File: config.mk
export PLATFORM = sky130hd
export DESIGN_NAME = sixteen_bit_alu_with_flags_core
export DESIGN_NICKNAME = d
export VERILOG_FILES = /design/src/rtl/core/sxalu_pkg.sv /design/src/rtl/core/sxalu_bitser.sv /design/src/rtl/core/sxalu_shift.sv /design/src/rtl/core/sxalu_muldiv.sv /design/src/rtl/core/sixteen_bit_alu_with_flags_core.sv
export SDC_FILE = /design/constraint.sdc
export NUM_CORES = 1
export LEC_CHECK = 0
export BUFFER_PORTS_ARGS = -buffer_cell sky130_fd_sc_hd__buf_2
export CORE_MARGIN = 2
export CORE_UTILIZATION = 35
export CTS_CLUSTER_DIAMETER = 150
export DETAILED_ROUTE_END_ITERATION = 10
export HOLD_SLACK_MARGIN = 0.06
export PLACE_DENSITY_LB_ADDON = 0.08
export SLEW_MARGIN = 20
export SYNTH_ARGS = -nofsm -noshare
export SYNTH_HDL_FRONTEND = slang
export SYNTH_HIERARCHICAL = 1
export SYNTH_SLANG_ARGS = --single-unit
export TNS_END_PERCENT = 5
File: constraint.sdc
create_clock -name clk -period 2.8 [get_ports clk]
set_input_delay 0.56 -clock clk [delete_from_list [all_inputs] [get_ports clk]]
set_output_delay 0.56 -clock clk [all_outputs]
set_load 0.01 [all_outputs]
File: src/rtl/core/sxalu_pkg.sv
`default_nettype none

package sxalu_pkg;

	// Operand and count widths fixed by the instruction format.
	localparam int DATA_W = 16;
	localparam int CNT_W  = 5;

	// Operation codes as they arrive on the action field.
	typedef enum logic [3:0] {
		ACT_MOV = 4'd0,
		ACT_ADD = 4'd1,
		ACT_SUB = 4'd2,
		ACT_CMP = 4'd3,
		ACT_AND = 4'd4,
		ACT_OR  = 4'd5,
		ACT_XOR = 4'd6,
		ACT_NOT = 4'd7,
		ACT_SHL = 4'd8,
		ACT_SHR = 4'd9,
		ACT_RCL = 4'd10,
		ACT_RCR = 4'd11,
		ACT_MUL = 4'd12,
		ACT_DIV = 4'd13,
		ACT_INC = 4'd14,
		ACT_DEC = 4'd15
	} action_t;

	// Operations of the bit-serial add/logic lane.
	typedef enum logic [2:0] {
		BOP_ADD,
		BOP_SUB,
		BOP_AND,
		BOP_OR,
		BOP_XOR
	} bitop_t;

	// Status flags, kept between operations.
	typedef struct packed {
		logic ovf;
		logic aux;
		logic carry;
		logic sign;
		logic zero;
	} flags_t;

endpackage

`default_nettype wire

File: src/rtl/core/sxalu_bitser.sv
`default_nettype none

module sxalu_bitser
	import sxalu_pkg::*;
(
	input  wire                clk,
	input  wire                arst_n,
	input  wire                start,
	input  wire bitop_t        op,
	input  wire                wide,
	input  wire [DATA_W-1:0]   a,
	input  wire [DATA_W-1:0]   b,
	output logic               done,
	output logic [DATA_W-1:0]  res,
	output flags_t             flags
);

	logic              busy_q;
	logic              done_q;
	logic [3:0]        idx_q;
	bitop_t            op_q;
	logic              wide_q;
	logic [DATA_W-1:0] a_q;
	logic [DATA_W-1:0] b_q;
	logic [DATA_W-1:0] r_q;
	logic              c_q;
	logic              any_q;
	logic              aux_q;
	logic              ovf_q;
	logic              sign_q;

	logic abit, bbit, bsel, arith_sum, arith_cout, rbit, last_bit, ovf_bit;

	// One bit of the operation per cycle, least significant bit first.
	always_comb begin
		abit       = a_q[0];
		bbit       = b_q[0];
		bsel       = (op_q == BOP_SUB) ? ~bbit : bbit;
		arith_sum  = abit ^ bsel ^ c_q;
		arith_cout = (abit & bsel) | (abit & c_q) | (bsel & c_q);
		case (op_q) inside
			BOP_ADD, BOP_SUB: rbit = arith_sum;
			BOP_AND:          rbit = abit & bbit;
			BOP_OR:           rbit = abit | bbit;
			BOP_XOR:          rbit = abit ^ bbit;
			default:          rbit = arith_sum;
		endcase
		last_bit = (idx_q == (wide_q ? 4'd15 : 4'd7));
		// Signed overflow is decided by the sign bits of operands and result.
		if (op_q == BOP_SUB) begin
			ovf_bit = (abit ^ bbit) & (abit ^ rbit);
		end else begin
			ovf_bit = ~(abit ^ bbit) & (abit ^ rbit);
		end
	end

	// Operand shift registers, carry chain flop and flag collection.
	always_ff @(posedge clk or negedge arst_n) begin
		if (!arst_n) begin
			busy_q <= 1'b0;
			done_q <= 1'b0;
			idx_q  <= '0;
			op_q   <= BOP_ADD;
			wide_q <= 1'b0;
			a_q    <= '0;
			b_q    <= '0;
			r_q    <= '0;
			c_q    <= 1'b0;
			any_q  <= 1'b0;
			aux_q  <= 1'b0;
			ovf_q  <= 1'b0;
			sign_q <= 1'b0;
		end else begin
			done_q <= 1'b0;
			if (start) begin
				busy_q <= 1'b1;
				idx_q  <= '0;
				op_q   <= op;
				wide_q <= wide;
				a_q    <= a;
				b_q    <= b;
				c_q    <= (op == BOP_SUB);
				any_q  <= 1'b0;
			end else if (busy_q) begin
				a_q   <= {1'b0, a_q[DATA_W-1:1]};
				b_q   <= {1'b0, b_q[DATA_W-1:1]};
				r_q   <= {rbit, r_q[DATA_W-1:1]};
				c_q   <= arith_cout;
				any_q <= any_q | rbit;
				idx_q <= idx_q + 4'd1;
				if (idx_q == 4'd4) begin
					aux_q <= abit ^ bbit ^ rbit;
				end
				if (last_bit) begin
					sign_q <= rbit;
					ovf_q  <= ovf_bit;
					busy_q <= 1'b0;
					done_q <= 1'b1;
				end
			end
		end
	end

	// A byte operation leaves its result in the upper half of the shift register.
	assign res         = wide_q ? r_q : {8'h00, r_q[DATA_W-1:8]};
	assign done        = done_q;
	assign flags.zero  = ~any_q;
	assign flags.sign  = sign_q;
	assign flags.carry = (op_q == BOP_SUB) ? ~c_q : c_q;
	assign flags.aux   = aux_q;
	assign flags.ovf   = ovf_q;

endmodule

`default_nettype wire

File: src/rtl/core/sxalu_shift.sv
`default_nettype none

module sxalu_shift
	import sxalu_pkg::*;
(
	input  wire                clk,
	input  wire                arst_n,
	input  wire                start,
	input  wire action_t       act,
	input  wire                wide,
	input  wire [DATA_W-1:0]   a,
	input  wire [CNT_W-1:0]    count,
	input  wire                cf_in,
	output logic               done,
	output logic [DATA_W-1:0]  res,
	output logic               cf_out,
	output logic               of_out
);

	logic              busy_q;
	logic              done_q;
	action_t           act_q;
	logic              wide_q;
	logic [DATA_W-1:0] r_q;
	logic              c_q;
	logic [CNT_W-1:0]  left_q;

	logic [DATA_W-1:0] mask, top_mask, nxt_r;
	logic              top_bit, nxt_c, msb, below_msb;

	// One shift or rotate step per cycle.
	always_comb begin
		mask     = wide_q ? 16'hFFFF : 16'h00FF;
		top_mask = wide_q ? 16'h8000 : 16'h0080;
		top_bit  = wide_q ? r_q[15] : r_q[7];
		nxt_r    = r_q;
		nxt_c    = c_q;
		case (act_q)
			ACT_SHL: begin
				nxt_r = (r_q << 1) & mask;
				nxt_c = top_bit;
			end
			ACT_SHR: begin
				nxt_r = r_q >> 1;
				nxt_c = r_q[0];
			end
			ACT_RCL: begin
				nxt_r = ((r_q << 1) | {{(DATA_W-1){1'b0}}, c_q}) & mask;
				nxt_c = top_bit;
			end
			ACT_RCR: begin
				nxt_r = (r_q >> 1) | (c_q ? top_mask : '0);
				nxt_c = r_q[0];
			end
			default: begin
				nxt_r = r_q;
				nxt_c = c_q;
			end
		endcase
	end

	// Overflow for a single-step shift, from the final value and carry.
	always_comb begin
		msb       = wide_q ? r_q[15] : r_q[7];
		below_msb = wide_q ? r_q[14] : r_q[6];
		case (act_q) inside
			ACT_SHL, ACT_RCL: of_out = msb ^ c_q;
			ACT_SHR:          of_out = below_msb;
			default:          of_out = msb ^ below_msb;
		endcase
	end

	// Step counter; a zero count finishes at once with the operand unchanged.
	always_ff @(posedge clk or negedge arst_n) begin
		if (!arst_n) begin
			busy_q <= 1'b0;
			done_q <= 1'b0;
			act_q  <= ACT_SHL;
			wide_q <= 1'b0;
			r_q    <= '0;
			c_q    <= 1'b0;
			left_q <= '0;
		end else begin
			done_q <= 1'b0;
			if (start) begin
				act_q  <= act;
				wide_q <= wide;
				r_q    <= a;
				c_q    <= cf_in;
				left_q <= count;
				busy_q <= (count != '0);
				done_q <= (count == '0);
			end else if (busy_q) begin
				r_q    <= nxt_r;
				c_q    <= nxt_c;
				left_q <= left_q - {{(CNT_W-1){1'b0}}, 1'b1};
				if (left_q == {{(CNT_W-1){1'b0}}, 1'b1}) begin
					busy_q <= 1'b0;
					done_q <= 1'b1;
				end
			end
		end
	end

	assign done   = done_q;
	assign res    = r_q;
	assign cf_out = c_q;

endmodule

`default_nettype wire

File: src/rtl/core/sxalu_muldiv.sv
`default_nettype none

module sxalu_muldiv
	import sxalu_pkg::*;
(
	input  wire                clk,
	input  wire                arst_n,
	input  wire                start,
	input  wire                is_div,
	input  wire                wide,
	input  wire [DATA_W-1:0]   d,
	input  wire [DATA_W-1:0]   s,
	input  wire [DATA_W-1:0]   hi,
	output logic               done,
	output logic [DATA_W-1:0]  acc,
	output logic [DATA_W-1:0]  lo,
	output logic               div_err
);

	logic              busy_q;
	logic              done_q;
	logic              div_q;
	logic              wide_q;
	logic              err_q;
	logic [3:0]        idx_q;
	logic [DATA_W-1:0] acc_q;
	logic [DATA_W-1:0] lo_q;
	logic [DATA_W-1:0] dv_q;

	logic [DATA_W-1:0] dvs, upper;
	logic              bad;
	logic [DATA_W:0]   mul_sum;
	logic [DATA_W:0]   trial;
	logic [DATA_W+1:0] diff;
	logic              ge;
	logic              last_step;

	// Operand setup and the up-front check for a quotient that cannot fit.
	always_comb begin
		dvs   = wide ? s : {8'h00, s[7:0]};
		upper = wide ? hi : {8'h00, d[15:8]};
		bad   = (dvs == '0) || (upper >= dvs);
	end

	// Shift-add multiply step and restoring divide step, one bit per cycle.
	always_comb begin
		mul_sum   = {1'b0, acc_q} + (lo_q[0] ? {1'b0, dv_q} : '0);
		trial     = {acc_q, lo_q[DATA_W-1]};
		diff      = {1'b0, trial} - {2'b00, dv_q};
		ge        = ~diff[DATA_W+1];
		last_step = (idx_q == (wide_q ? 4'd15 : 4'd7));
	end

	always_ff @(posedge clk or negedge arst_n) begin
		if (!arst_n) begin
			busy_q <= 1'b0;
			done_q <= 1'b0;
			div_q  <= 1'b0;
			wide_q <= 1'b0;
			err_q  <= 1'b0;
			idx_q  <= '0;
			acc_q  <= '0;
			lo_q   <= '0;
			dv_q   <= '0;
		end else begin
			done_q <= 1'b0;
			if (start) begin
				div_q  <= is_div;
				wide_q <= wide;
				dv_q   <= dvs;
				idx_q  <= '0;
				if (is_div) begin
					acc_q  <= upper;
					lo_q   <= wide ? d : {d[7:0], 8'h00};
					err_q  <= bad;
					busy_q <= ~bad;
					done_q <= bad;
				end else begin
					acc_q  <= '0;
					lo_q   <= wide ? d : {8'h00, d[7:0]};
					err_q  <= 1'b0;
					busy_q <= 1'b1;
				end
			end else if (busy_q) begin
				idx_q <= idx_q + 4'd1;
				if (div_q) begin
					acc_q <= ge ? diff[DATA_W-1:0] : trial[DATA_W-1:0];
					lo_q  <= {lo_q[DATA_W-2:0], ge};
				end else begin
					acc_q <= mul_sum[DATA_W:1];
					lo_q  <= {mul_sum[0], lo_q[DATA_W-1:1]};
				end
				if (last_step) begin
					busy_q <= 1'b0;
					done_q <= 1'b1;
				end
			end
		end
	end

	assign done    = done_q;
	assign acc     = acc_q;
	assign lo      = lo_q;
	assign div_err = err_q;

endmodule

`default_nettype wire

File: src/rtl/core/sixteen_bit_alu_with_flags_core.sv
`default_nettype none
// Channel  Handshake             Payload
// in       in_valid / in_stall   action, wide, dest_value, src_value, high_value, count
// out      out_valid / out_stall result, result_high, write_back, zero_flag, sign_flag,
//                                carry_flag, aux_flag, overflow_flag, divide_error
//
// An item runs N steps in its unit after its transfer: N is 8 or 16 for add,
// sub, cmp, inc, dec, logic, mov and not (one bit per cycle through the serial lane),
// 8 or 16 for mul and div (one multiplier or quotient bit per cycle), and the count
// for shifts and rotates (one step per cycle, so up to 31). A divide error ends early.
// One item is worked on at a time; the next is taken once the result sits in the
// output register, even while that result is still stalled.
// Reset clears the flags, drops out_valid and leaves in_stall low.

module sixteen_bit_alu_with_flags_core
	import sxalu_pkg::*;
(
	input  wire                clk,
	input  wire                arst_n,
	input  wire                in_valid,
	output logic               in_stall,
	input  wire  [3:0]         action,
	input  wire                wide,
	input  wire  [DATA_W-1:0]  dest_value,
	input  wire  [DATA_W-1:0]  src_value,
	input  wire  [DATA_W-1:0]  high_value,
	input  wire  [CNT_W-1:0]   count,
	output logic               out_valid,
	input  wire                out_stall,
	output logic [DATA_W-1:0]  result,
	output logic [DATA_W-1:0]  result_high,
	output logic               write_back,
	output logic               zero_flag,
	output logic               sign_flag,
	output logic               carry_flag,
	output logic               aux_flag,
	output logic               overflow_flag,
	output logic               divide_error
);

	typedef enum logic [1:0] {
		ST_IDLE,
		ST_RUN,
		ST_DONE
	} state_t;

	state_t            state_q;
	action_t           act_q;
	logic              wide_q;
	logic [DATA_W-1:0] dest_q;
	logic [DATA_W-1:0] high_q;
	logic [CNT_W-1:0]  count_q;
	flags_t            flags_q;
	logic              out_valid_q;
	logic [DATA_W-1:0] result_q;
	logic [DATA_W-1:0] result_high_q;
	logic              write_back_q;
	logic              divide_error_q;

	action_t           act_in;
	logic              accept;
	logic              load_out;
	logic [DATA_W-1:0] mask;
	logic              bs_start, sh_start, md_start, md_div;
	bitop_t            bs_op;
	logic [DATA_W-1:0] bs_a, bs_b;

	logic              bs_done, sh_done, md_done, unit_done;
	logic [DATA_W-1:0] bs_res, sh_res, md_acc, md_lo;
	flags_t            bs_flags;
	logic              sh_cf, sh_of, md_err, mul_cf;

	flags_t            nxt_flags;
	logic [DATA_W-1:0] nxt_result, nxt_high;
	logic              nxt_wb, nxt_derr;

	assign act_in   = action_t'(action);
	assign in_stall = (state_q != ST_IDLE);
	assign accept   = in_valid & ~in_stall;
	assign load_out = (state_q == ST_DONE) && (!out_valid_q || !out_stall);
	assign mask     = wide ? 16'hFFFF : 16'h00FF;

	// Route a transferred item to the unit that does its work.
	always_comb begin
		bs_start = 1'b0;
		sh_start = 1'b0;
		md_start = 1'b0;
		md_div   = 1'b0;
		bs_op    = BOP_ADD;
		bs_a     = dest_value & mask;
		bs_b     = src_value & mask;
		unique case (act_in) inside
			ACT_MOV: begin
				bs_start = accept;
				bs_op    = BOP_OR;
				bs_a     = '0;
			end
			ACT_ADD: begin
				bs_start = accept;
				bs_op    = BOP_ADD;
			end
			ACT_INC: begin
				bs_start = accept;
				bs_op    = BOP_ADD;
				bs_b     = {{(DATA_W-1){1'b0}}, 1'b1};
			end
			ACT_SUB, ACT_CMP: begin
				bs_start = accept;
				bs_op    = BOP_SUB;
			end
			ACT_DEC: begin
				bs_start = accept;
				bs_op    = BOP_SUB;
				bs_b     = {{(DATA_W-1){1'b0}}, 1'b1};
			end
			ACT_AND: begin
				bs_start = accept;
				bs_op    = BOP_AND;
			end
			ACT_OR: begin
				bs_start = accept;
				bs_op    = BOP_OR;
			end
			ACT_XOR: begin
				bs_start = accept;
				bs_op    = BOP_XOR;
			end
			ACT_NOT: begin
				// Complement as an exclusive-or with all ones of the width.
				bs_start = accept;
				bs_op    = BOP_XOR;
				bs_b     = mask;
			end
			ACT_SHL, ACT_SHR, ACT_RCL, ACT_RCR: begin
				sh_start = accept;
			end
			ACT_MUL: begin
				md_start = accept;
			end
			ACT_DIV: begin
				md_start = accept;
				md_div   = 1'b1;
			end
			default: begin
				bs_start = 1'b0;
			end
		endcase
	end

	sxalu_bitser u_bitser (
		.clk    (clk),
		.arst_n (arst_n),
		.start  (bs_start),
		.op     (bs_op),
		.wide   (wide),
		.a      (bs_a),
		.b      (bs_b),
		.done   (bs_done),
		.res    (bs_res),
		.flags  (bs_flags)
	);

	sxalu_shift u_shift (
		.clk    (clk),
		.arst_n (arst_n),
		.start  (sh_start),
		.act    (act_in),
		.wide   (wide),
		.a      (dest_value & mask),
		.count  (count),
		.cf_in  (flags_q.carry),
		.done   (sh_done),
		.res    (sh_res),
		.cf_out (sh_cf),
		.of_out (sh_of)
	);

	sxalu_muldiv u_muldiv (
		.clk     (clk),
		.arst_n  (arst_n),
		.start   (md_start),
		.is_div  (md_div),
		.wide    (wide),
		.d       (dest_value),
		.s       (src_value),
		.hi      (high_value),
		.done    (md_done),
		.acc     (md_acc),
		.lo      (md_lo),
		.div_err (md_err)
	);

	assign unit_done = bs_done | sh_done | md_done;
	assign mul_cf    = wide_q ? (md_acc != '0) : (md_acc[7:0] != 8'h00);

	// Assemble the result and the new flags from the unit that ran.
	always_comb begin
		nxt_flags  = flags_q;
		nxt_result = bs_res;
		nxt_high   = '0;
		nxt_wb     = 1'b1;
		nxt_derr   = 1'b0;
		case (act_q) inside
			ACT_ADD, ACT_SUB, ACT_CMP: begin
				nxt_flags = bs_flags;
				nxt_wb    = (act_q != ACT_CMP);
			end
			ACT_INC, ACT_DEC: begin
				nxt_flags       = bs_flags;
				nxt_flags.carry = flags_q.carry;
			end
			ACT_AND, ACT_OR, ACT_XOR: begin
				nxt_flags.zero  = bs_flags.zero;
				nxt_flags.sign  = bs_flags.sign;
				nxt_flags.carry = 1'b0;
				nxt_flags.ovf   = 1'b0;
			end
			ACT_SHL, ACT_SHR, ACT_RCL, ACT_RCR: begin
				nxt_result = sh_res;
				if (count_q != '0) begin
					nxt_flags.carry = sh_cf;
				end
				if (count_q == {{(CNT_W-1){1'b0}}, 1'b1}) begin
					nxt_flags.ovf = sh_of;
				end
			end
			ACT_MUL: begin
				nxt_result      = wide_q ? md_lo : {md_acc[7:0], md_lo[15:8]};
				nxt_high        = wide_q ? md_acc : high_q;
				nxt_flags.carry = mul_cf;
				nxt_flags.ovf   = mul_cf;
			end
			ACT_DIV: begin
				if (md_err) begin
					nxt_result      = dest_q;
					nxt_high        = high_q;
					nxt_wb          = 1'b0;
					nxt_derr        = 1'b1;
					nxt_flags.carry = 1'b1;
					nxt_flags.ovf   = 1'b1;
				end else begin
					nxt_result = wide_q ? md_lo : {md_acc[7:0], md_lo[7:0]};
					nxt_high   = wide_q ? md_acc : high_q;
				end
			end
			default: begin
				nxt_result = bs_res;
			end
		endcase
	end

	// Sequencer, flag register and output register.
	always_ff @(posedge clk or negedge arst_n) begin
		if (!arst_n) begin
			state_q        <= ST_IDLE;
			act_q          <= ACT_MOV;
			wide_q         <= 1'b0;
			dest_q         <= '0;
			high_q         <= '0;
			count_q        <= '0;
			flags_q        <= '0;
			out_valid_q    <= 1'b0;
			result_q       <= '0;
			result_high_q  <= '0;
			write_back_q   <= 1'b0;
			divide_error_q <= 1'b0;
		end else begin
			// The output register takes a new result or empties on a transfer.
			if (load_out) begin
				out_valid_q <= 1'b1;
			end else if (out_valid_q && !out_stall) begin
				out_valid_q <= 1'b0;
			end
			unique case (state_q)
				ST_IDLE: begin
					if (accept) begin
						act_q   <= act_in;
						wide_q  <= wide;
						dest_q  <= dest_value;
						high_q  <= high_value;
						count_q <= count;
						state_q <= ST_RUN;
					end
				end
				ST_RUN: begin
					if (unit_done) begin
						state_q <= ST_DONE;
					end
				end
				ST_DONE: begin
					if (load_out) begin
						flags_q        <= nxt_flags;
						result_q       <= nxt_result;
						result_high_q  <= nxt_high;
						write_back_q   <= nxt_wb;
						divide_error_q <= nxt_derr;
						state_q        <= ST_IDLE;
					end
				end
				default: begin
					state_q <= ST_IDLE;
				end
			endcase
		end
	end

	assign out_valid     = out_valid_q;
	assign result        = result_q;
	assign result_high   = result_high_q;
	assign write_back    = write_back_q;
	assign divide_error  = divide_error_q;
	assign zero_flag     = flags_q.zero;
	assign sign_flag     = flags_q.sign;
	assign carry_flag    = flags_q.carry;
	assign aux_flag      = flags_q.aux;
	assign overflow_flag = flags_q.ovf;

	// At most one unit may finish at a time, and only while an item runs.
	a_one_unit_done: assert property (@(posedge clk) disable iff (!arst_n)
		$onehot0({bs_done, sh_done, md_done}))
		else $error("more than one execution unit finished at once");

	a_done_in_run: assert property (@(posedge clk) disable iff (!arst_n)
		unit_done |-> (state_q == ST_RUN))
		else $error("execution unit finished outside of the run phase");

	a_accept_runs: assert property (@(posedge clk) disable iff (!arst_n)
		(in_valid && !in_stall) |=> (state_q == ST_RUN))
		else $error("transferred item did not start running");

	a_div_error_flags: assert property (@(posedge clk) disable iff (!arst_n)
		(out_valid && divide_error) |-> (!write_back && carry_flag && overflow_flag))
		else $error("divide error without carry, overflow and blocked write-back");

endmodule

`default_nettype wire
* Word level (Yosys, flattened, before mapping)
Index checks and enable logic that the tools add are counted.
Widths: inputs -> output; s select.
** Cells by class
- Reductions and logical operators :: 54
- Magnitude comparators :: 1
- Add/subtract/negate cells :: 5
- Shift operators :: 0
- Multiplexer cells :: 135
- Bitwise operators :: 34
- Eq/ne operators :: 52
- Div/mod/pow operators :: 0
- Multipliers :: 0
** Operators with widths (count)
- $mux 16 :: 43
- $eq 4x4->1 const B :: 20
- $mux 1 :: 73
- $and 16x16->16 :: 4
- $pmux 16 s4 :: 1
- $eq 4x3->1 const B :: 8
- $pmux 16 s2 :: 1
- $reduce_bool 5->1 :: 5
- $mux 4 :: 6
- $sub 17x16->18 :: 1
- $add 16x17->17 :: 1
- $eq 4x2->1 const B :: 4
- $ge 16x16->1 :: 1
- $logic_not 16->1 :: 1
- $or 15x16->16 :: 1
- $or 16x1->16 :: 1
- $reduce_bool 16->1 :: 1
- $reduce_or 2->1 :: 8
- $reduce_and 3->1 :: 5
- $mux 2 :: 6
- $pmux 3 s4 :: 1
- $reduce_bool 2->1 :: 6
- $reduce_bool 6->1 :: 2
- $eq 5x1->1 const B :: 2
- 35 further kinds :: 79
** Storage, ports and cells
- Output and inout bits :: 41
- Latch bits :: 0
- Register bits :: 233
- Logic and storage cells :: 326
- Bits in writable memories :: 0
- Memories kept :: 0
- Memory bits (read-only) :: 0
- Bits of input ports :: 62

* Longest topological paths before layout
Gate-level depths: netlist of the first run.
- Word-level depth :: 11
- Gate-level depth with buffers :: 13
- Mapped depth without buffers :: 11

* Modules after synthesis
Netlist of the first run, hierarchy kept.
** By module, submodules not included
- sxalu_muldiv :: instances 1, sequential area each 1426.4 µm², cells an instance 642, area an instance 5215.0 µm²
- sixteen_bit_alu_with_flags_core :: instances 1, sequential area each 2102.0 µm², cells an instance 494, area an instance 4789.6 µm²
- sxalu_bitser :: instances 1, sequential area each 1576.5 µm², cells an instance 266, area an instance 2990.4 µm²
- sxalu_shift :: instances 1, sequential area each 726.9 µm², cells an instance 173, area an instance 1670.4 µm²

* Worst setup path before layout of the first run
No wires, ideal clock.
- Kind :: input -> register
- Start :: input port wide
- End :: register u_muldiv.busy_q
- Data arrival time :: 2.773 ns
- Path buffers :: 4
- Setup time :: 0.067 ns
- Stages on the path :: 13
- Required time :: 2.733 ns
- Setup slack :: -0.040 ns
- Cell sequence :: clkbuf_1 -> clkbuf_1 -> clkbuf_1 -> clkbuf_1 -> nand2_1 -> ha_1 -> a21oi_1 -> nor2b_1 -> o21ai_0 -> nand2_1 -> o21ai_0 -> o21a_1 -> and3_1
** Between the ends
- Word-level cells in the longest chain between the ends :: 6
- Elaborated cells between the ends (all ways) :: 8
** Ends and longest elaborated chain
- start: declaration :: line sixteen_bit_alu_with_flags_core.sv:23 : input wire wide,
- $mux 16 (on tied branches) :: line sxalu_muldiv.sv:41, sxalu_muldiv.sv:40
- $ge 16x16->1 or $logic_not 16->1 (tied branches) :: line sxalu_muldiv.sv:42 : bad = (dvs == '0) || (upper >= dvs);
- $logic_or 1x1->1 * :: line sxalu_muldiv.sv:42
- $not 1->1 * :: line sxalu_muldiv.sv:76 : busy_q <= ~bad;
- $mux 1 * :: line sxalu_muldiv.sv:72 : if (is_div) begin
- $mux 1 * :: line sxalu_muldiv.sv:67 : if (start) begin
- end signal: assignment :: line sxalu_muldiv.sv:76
- end: declaration :: line sxalu_muldiv.sv:20 : logic busy_q;
Mark *: on every way between the ends. The rest lies on a longest branch, timed or not.
A chain may end at the register's enable or synchronous reset.

* Worst setup path in the final report of the first run
- Start :: register u_muldiv.dv_q[0]
- End :: register u_muldiv.acc_q[13] (netlist: u_muldiv/acc[13])
** Between the ends
- Word-level cells in the longest chain between the ends :: 5
- Elaborated cells between the ends (all ways) :: 7
** Ends and longest elaborated chain
- start: declaration :: line sxalu_muldiv.sv:28 : logic [DATA_W-1:0] dv_q;
- start signal: assignment :: line sxalu_muldiv.sv:70 : dv_q <= dvs;
- $mux 16 or $sub 17x16->18 (tied branches) :: line sxalu_muldiv.sv:47, sxalu_muldiv.sv:49
- $add 16x17->17 or $mux 16 (tied branches) :: line sxalu_muldiv.sv:47, sxalu_muldiv.sv:87
- $mux 16 * :: line sxalu_muldiv.sv:86 : if (div_q) begin
- $mux 16 * :: line sxalu_muldiv.sv:84 : end else if (busy_q) begin
- $mux 16 * :: line sxalu_muldiv.sv:67
- end signal: assignment :: line sxalu_muldiv.sv:73 : acc_q <= upper;
- end signal: assignment :: line sxalu_muldiv.sv:87 : acc_q <= ge ? diff[DATA_W-1:0] : trial[DATA_W-1:0];
- end signal: assignment :: line sxalu_muldiv.sv:90 : acc_q <= mul_sum[DATA_W:1];
- end: declaration :: line sxalu_muldiv.sv:26 : logic [DATA_W-1:0] acc_q;
Mark *: on every way between the ends. The rest lies on a longest branch, timed or not. The select of a mux whose other input is x is not followed.

==> results of run 1 <==
## flip-flops by register name (all words and copies together) (netlist names), 16 cells and up
register       count
dest_q            16
high_q            16
result            16
result_high       16
u_bitser/a_q      16
u_bitser/b_q      16
u_bitser/r_q      16
u_muldiv/acc      16
u_muldiv/dv_q     16
u_muldiv/lo       16
u_shift/res       16
## critical path, stage by stage (launching register included)
cell,delay (ns)
dfrtp_1,0.40
and2_1,0.17
ha_1,0.21
fa_1,0.46
a211oi_2,0.26
o21bai_1,0.13
a31oi_2,0.25
a2bb2oi_2,0.21
a21oi_2,0.09
and4_4,0.19
nor4_1,0.26
## synth_stat cells (22+ instances only)
master / n / share of area
inv_1: 50 / 0.013
a21oi_1: 78 / 0.027
a211oi_1: 26 / 0.013
o22ai_1: 23 / 0.0098
nand3_1: 26 / 0.0089
dfrtp_1: 232 / 0.40
nor2_1: 90 / 0.023
mux2_2: 87 / 0.067
nor2b_1: 22 / 0.0094
nand2_1: 182 / 0.047
ha_1: 55 / 0.047
mux2i_1: 96 / 0.066
and2_1: 53 / 0.023
nor3_1: 33 / 0.011
o21ai_0: 125 / 0.043
clkbuf_1: 60 / 0.015
o21ai_1: 25 / 0.0085
## kinds of logic after synthesis
| family | Yosys count | share of synthesized area |
|---|---|---|
| and+or+nand+nor | 488 | 0.162 |
| adders and majority gates | 58 | 0.0510 |
| buffers and inverters | 153 | 0.0468 |
| DFF | 233 | 0.398 |
| xor gates and xnor gates | 40 | 0.0239 |
| AOI/OAI and AO/OA | 417 | 0.184 |
| muxes | 186 | 0.135 |
## routing by layer
layer,GRT usage,vias up,part of all wire
li1,-,5873,-
met1,0.325,6114,0.47
met2,0.366,311,0.46
met3,0.0260,52,0.047
met4,0.0463,2,0.015
met5,0,-,0.00014
## metrics by stage
step	total power [uW]	TNS, ns
after floorplan	13200	0
after global placement	16100	0
after detailed placement	16200	0
after CTS	20400	0
after global routing	21900	-0.00533
final	20400	0
## worst max-delay path by stage
stage	endpoint	start	slack [ns]	depth (start not counted)
after global placement	u_muldiv/acc[13]$_DFFE_PN0P_	u_muldiv/lo[0]$_DFFE_PN0P_	0.08	10
after global routing	u_muldiv/acc[8]$_DFFE_PN0P_	u_muldiv/lo[15]$_DFFE_PN0P_	-0.005	11
after detailed placement	u_muldiv/acc[13]$_DFFE_PN0P_	u_muldiv/lo[0]$_DFFE_PN0P_	0.02	10
final	u_muldiv/acc[13]$_DFFE_PN0P_	u_muldiv/dv_q[0]$_DFFE_PN0P_	0.07	10
after floorplan	u_muldiv/busy_q$_DFF_PN0_	wide	0.06	13
after CTS	u_muldiv/acc[13]$_DFFE_PN0P_	u_muldiv/dv_q[0]$_DFFE_PN0P_	0.07	10
## power groups by stage
stage	Sequential, uW	Combinational (uW)	Clock, uW
CTS	6270	9950	4180
finish	6270	10000	4080
global route	6480	11100	4330
detailed placement	6320	9870	0
floorplan	5770	7390	0
global placement	6300	9830	0
## layout make-up
type	count	share of cell area
well taps	532	0.0391
inverters	50	0.0110
clock inverters	18	0.0119
flip-flops and latches	233	0.343
multi-input cells	1189	0.481
repair buffers	171	0.0656
clock buffers	38	0.0489
## timing repair
item	4_1_cts	5_1_grt
gates cloned	0	0
hold buffers	1	0
setup buffers	0	1
resized for setup	2	2
pin swaps	0	3
endpoints found under the setup margin	1	6
endpoints found under the hold margin	66	0
==> results_dict.tcl, run 1 <==
set metrics [dict create \
    final_area_sq_um 17000 \
    numCtsBuffers 30 \
    fin_util 0.414 \
    area.sequential_sq_um 5830 \
    min_path_type "in2reg" \
    viasPerCell 5.54 \
    grt_pass1_vias 12188 \
    seq_power_share 0.307 \
    globalplace.congestion 0.885 \
    place_area_sq_um 16000 \
    hold_violations 0 \
    worstReg2RegEnd "u_muldiv/acc[13]$_DFFE_PN0P_" \
    worst_pin_slew_ns 1.09 \
    area_delta_synth_final_pct 16.1 \
    min_to "u_shift/left_q[4]$_DFFE_PN0P_" \
    cp-start-kind "flop" \
    postSynthAreaPerCell_sq_um 9.31 \
    drt_pass1_iterations 5 \
    fmax_ghz 0.367 \
    r2r_start "u_muldiv/dv_q[0]$_DFFE_PN0P_" \
    finish.net_count 1795 \
    relSlewSlack 0.274 \
    hold_start "count[4]" \
    vdd_drop_max_mv 0.569 \
    fin_crit_sh 0.973 \
    switchingPower_uw 8650 \
    clockPowerShare 0.200 \
    fin_crit_ns 2.73 \
    setup_ws_ns 0.0743 \
    rsz0062_at_grt "yes" \
    drc 0 \
    worstPathArrival_ns 3.19 \
    drtAntennaViolNets 0 \
    cts_tree "built" \
    fin_skew_ns 0.0137 \
    portBuffers 102 \
    synthesis.area_sq_um 14700 \
    drive_gt1_frac 0.207 \
    cp-end-kind "flop" \
    die-area_sq_um 43600 \
    drv_slew 0 \
    fill_cells 4112 \
    yosys_most_used_dff "dfrtp_1" \
    n_antenna_cell 0 \
    dpl.hpwl_um 36000 \
    swShare 0.424 \
    gr-usage-all-layers 0.226 \
    rrSetupSlack_ns 0.07 \
    routedWlPerCell_um 22.1 \
    initial_core_util 0.357 \
    wl_um 49400 \
    rows 74 \
    ioPinCount 103 \
    multi_input_area_sq_um 8190 \
    synth_edf_count 0 \
    crit_required_ns 3.26 \
    synth-seq-area-share 0.398 \
    setup_viol 0 \
    grt_max_degree 77 \
    stdcell_count 2231 \
    yosys_warnings 6 \
    vias 12352 \
    pwr-share-comb 0.492 \
    ctsHtreeMaxLevel 1 \
    synth_fp_nets 1695 \
    grt-ovfl-total 0 \
    netlist-cell-type-count 93 \
    worstRegToRegCells 10 \
    path_clk_slew_ns 0.06 \
    ys_ff_latch 233 \
    clock-root-buffer "clkbuf_16" \
    power.density_nw_per_um2 1200 \
    die_x_um 209 \
    core_sq_um 41100 \
    pre_cts_slack_ns 0.0204 \
    dp_cells 2173 \
    drtIter0Drc 852 \
    critPathKind "reg2reg" \
    holdPathStages 3 \
    p_leak_uw 0.00770 \
    clock_sinks 233 \
    maxCapViolations 0 \
    crit_fanout 3 \
    antenna_found_initial 3 \
    ys_async_sr_fraction 1.00 \
    die_h_um 209 \
    clk_path_buf_depth 3 \
    p_int_uw 11700 \
    final_cell_mix "dfrtp_1 (231), nand2_1 (182), o21ai_0 (125), buf_2 (101), mux2i_1 (96)" \
    synth_cells 1575 \
    final_common_cell "dfrtp_1" \
    grt_pass1_wl_um 76200 \
    outcome "completed" \
    timing.hold.ws_ns 0.241 \
    insertion_delay_ns 0.57 \
]
No activity file was read; power rests on OpenSTA's default activity.
==> run 2, diff against run 1 <==
- BUFFER_PORTS_ARGS: -buffer_cell sky130_fd_sc_hd__buf_2 -> -buffer_cell sky130_fd_sc_hd__buf_4
==> run 2 against run 1 <==
Against the previous run:
- first-iteration DRC count rose by 11%
- wire length fell by 0.28%
- via count rose by 0.49%
- die area did not move
- final area rose by 1.5%
==> results_dict.tcl, run 2 (synthesized netlist as in run 1, its figures left out) <==
set metrics [dict create \
    min_to "u_shift/left_q[2]$_DFFE_PN0P_" \
    grt-ovfl-total 0 \
    pwr-share-comb 0.499 \
    fmax_ghz 0.370 \
    path_clk_slew_ns 0.06 \
    viasPerCell 5.55 \
    ioPinCount 103 \
    dp_cells 2176 \
    cp-start-kind "flop" \
    hold_start "count[2]" \
    ctsHtreeMaxLevel 1 \
    globalplace.congestion 0.916 \
    rsz0062_at_grt "no" \
    setup_ws_ns 0.0964 \
    min_path_type "in2reg" \
    clockPowerShare 0.194 \
    clk_path_buf_depth 3 \
    clock-root-buffer "clkbuf_16" \
    drt_pass1_iterations 5 \
    pre_cts_slack_ns 0.0570 \
    drv_slew 0 \
    crit_fanout 3 \
    fin_crit_sh 0.966 \
    stdcell_count 2236 \
    worstReg2RegEnd "u_muldiv/acc[14]$_DFFE_PN0P_" \
    setup_viol 0 \
    final_common_cell "dfrtp_1" \
    grt_max_degree 77 \
    grt_pass1_vias 12399 \
    hold_violations 0 \
    worst_pin_slew_ns 0.777 \
    cpPeakStageDelay_ns 0.38 \
    drive_gt1_frac 0.207 \
    tns_ns 0 \
    antenna_found_initial 1 \
    dpl.hpwl_um 36300 \
    r2r_start "u_muldiv/lo[15]$_DFFE_PN0P_" \
    cpMostUsedCell "inv_1" \
    crit_chain "inv_1 -> ha_2 -> inv_1 -> fa_2 -> a211oi_2 -> buf_4 -> o211ai_1 -> a31oi_1 -> o21bai_1 -> xor2_1 -> and3_1 -> o21a_1" \
    insertion_delay_ns 0.57 \
    swShare 0.419 \
    initial_core_util 0.357 \
    vias 12413 \
    fin_skew_ns 0.0166 \
    core_sq_um 41100 \
    grt_pass1_wl_um 76300 \
    rrSetupSlack_ns 0.1 \
    worstRegToRegCells 12 \
    holdPathStages 3 \
    drtAntennaViolNets 0 \
    clock_sinks 233 \
    worstPathArrival_ns 3.16 \
    wl_um 49200 \
    critPathKind "reg2reg" \
    die-area_sq_um 43600 \
    slowest_stage "fa_2" \
    final_cell_mix "dfrtp_1 (231), nand2_1 (182), buf_4 (170), o21ai_0 (125), mux2i_1 (96)" \
    vdd_drop_max_mv 0.545 \
    switchingPower_uw 8590 \
    die_x_um 209 \
    seq_power_share 0.307 \
    p_leak_uw 0.00777 \
    cts_tree "built" \
    die_h_um 209 \
    area_delta_synth_final_pct 17.8 \
    outcome "completed" \
    drc 0 \
    numCtsBuffers 30 \
    p_int_uw 11900 \
    crit_required_ns 3.26 \
    finish.net_count 1800 \
    rows 74 \
    drtIter0Drc 943 \
    relSlewSlack 0.482 \
    portBuffers 102 \
    maxCapViolations 0 \
    gr-usage-all-layers 0.225 \
    fin_crit_ns 2.70 \
    routedWlPerCell_um 22.0 \
    power.density_nw_per_um2 1190 \
    cp-end-kind "flop" \
]
## run 2: power by group through the flow
stage | combinational, uW | clock [uW] | sequential (uW)
4_1_cts | 10100 | 4090 | 6290
5_1_grt | 11300 | 4230 | 6500
6_report | 10200 | 3980 | 6290
2_1_floorplan | 7390 | 0 | 5770
3_3_place_gp | 9990 | 0 | 6320
3_5_place_dp | 10000 | 0 | 6340
## run 2: worst max-delay path by stage
stage / endpoint / startpoint / slack [ns] / depth (start not counted)
after floorplan: u_muldiv/busy_q$_DFF_PN0_ / wide / 0.06 / 13
after global placement: u_muldiv/acc[13]$_DFFE_PN0P_ / u_muldiv/dv_q[0]$_DFFE_PN0P_ / 0.07 / 10
after detailed placement: u_muldiv/acc[13]$_DFFE_PN0P_ / u_muldiv/dv_q[0]$_DFFE_PN0P_ / 0.06 / 10
after CTS: u_muldiv/acc[13]$_DFFE_PN0P_ / u_muldiv/dv_q[0]$_DFFE_PN0P_ / 0.04 / 10
after global routing: u_muldiv/acc[14]$_DFFE_PN0P_ / u_muldiv/lo[0]$_DFFE_PN0P_ / 0.02 / 10
final: u_muldiv/acc[14]$_DFFE_PN0P_ / u_muldiv/lo[15]$_DFFE_PN0P_ / 0.1 / 12
## run 2: critical path, delay by kind of cell, from the launching register on
kind,cells,cell delay (ns)
AOI/OAI and AO/OA,5,1.02
adders and majority gates,2,0.57
DFF,1,0.37
buffers and inverters,3,0.30
and+or+nand+nor,1,0.18
xor gates and xnor gates,1,0.15
## run 2: layer usage
metal	track usage	share of wire
met5	0	0
met4	0.0539	0.021
met3	0.0257	0.041
met2	0.363	0.47
met1	0.322	0.47
## run 2: through the flow
step                hold WS [ns]  area (sq um)  utilization  power, uW
global placement           0.461         16200        0.394      16300
CTS                        0.194         17200        0.419      20500
global route               0.223         17300        0.420      22000
floorplan                  0.264         14700            -      13200
detailed placement         0.464         16200        0.394      16400
finish                     0.223         17300        0.420      20500
## run 2: repair_timing
item / CTS / global route
hold buffers: 1 / 0
setup buffers: 0 / 3
gates resized for setup: 0 / 6
setup endpoints to repair: 0 / 7
hold endpoints to repair: 46 / 0
## run 2: final cells by class
cell class                      instances  area (sq um)
Clock buffer                           50           967
Tap cell                              532           666
Clock inverter                          5          55.1
Sequential cell                       233          5830
Antenna cell                            1          2.50
Timing Repair Buffer                  176          1380
Inverter                               50           188
Fill cell                            4135         23800
Multi-Input combinational cell       1189          8190
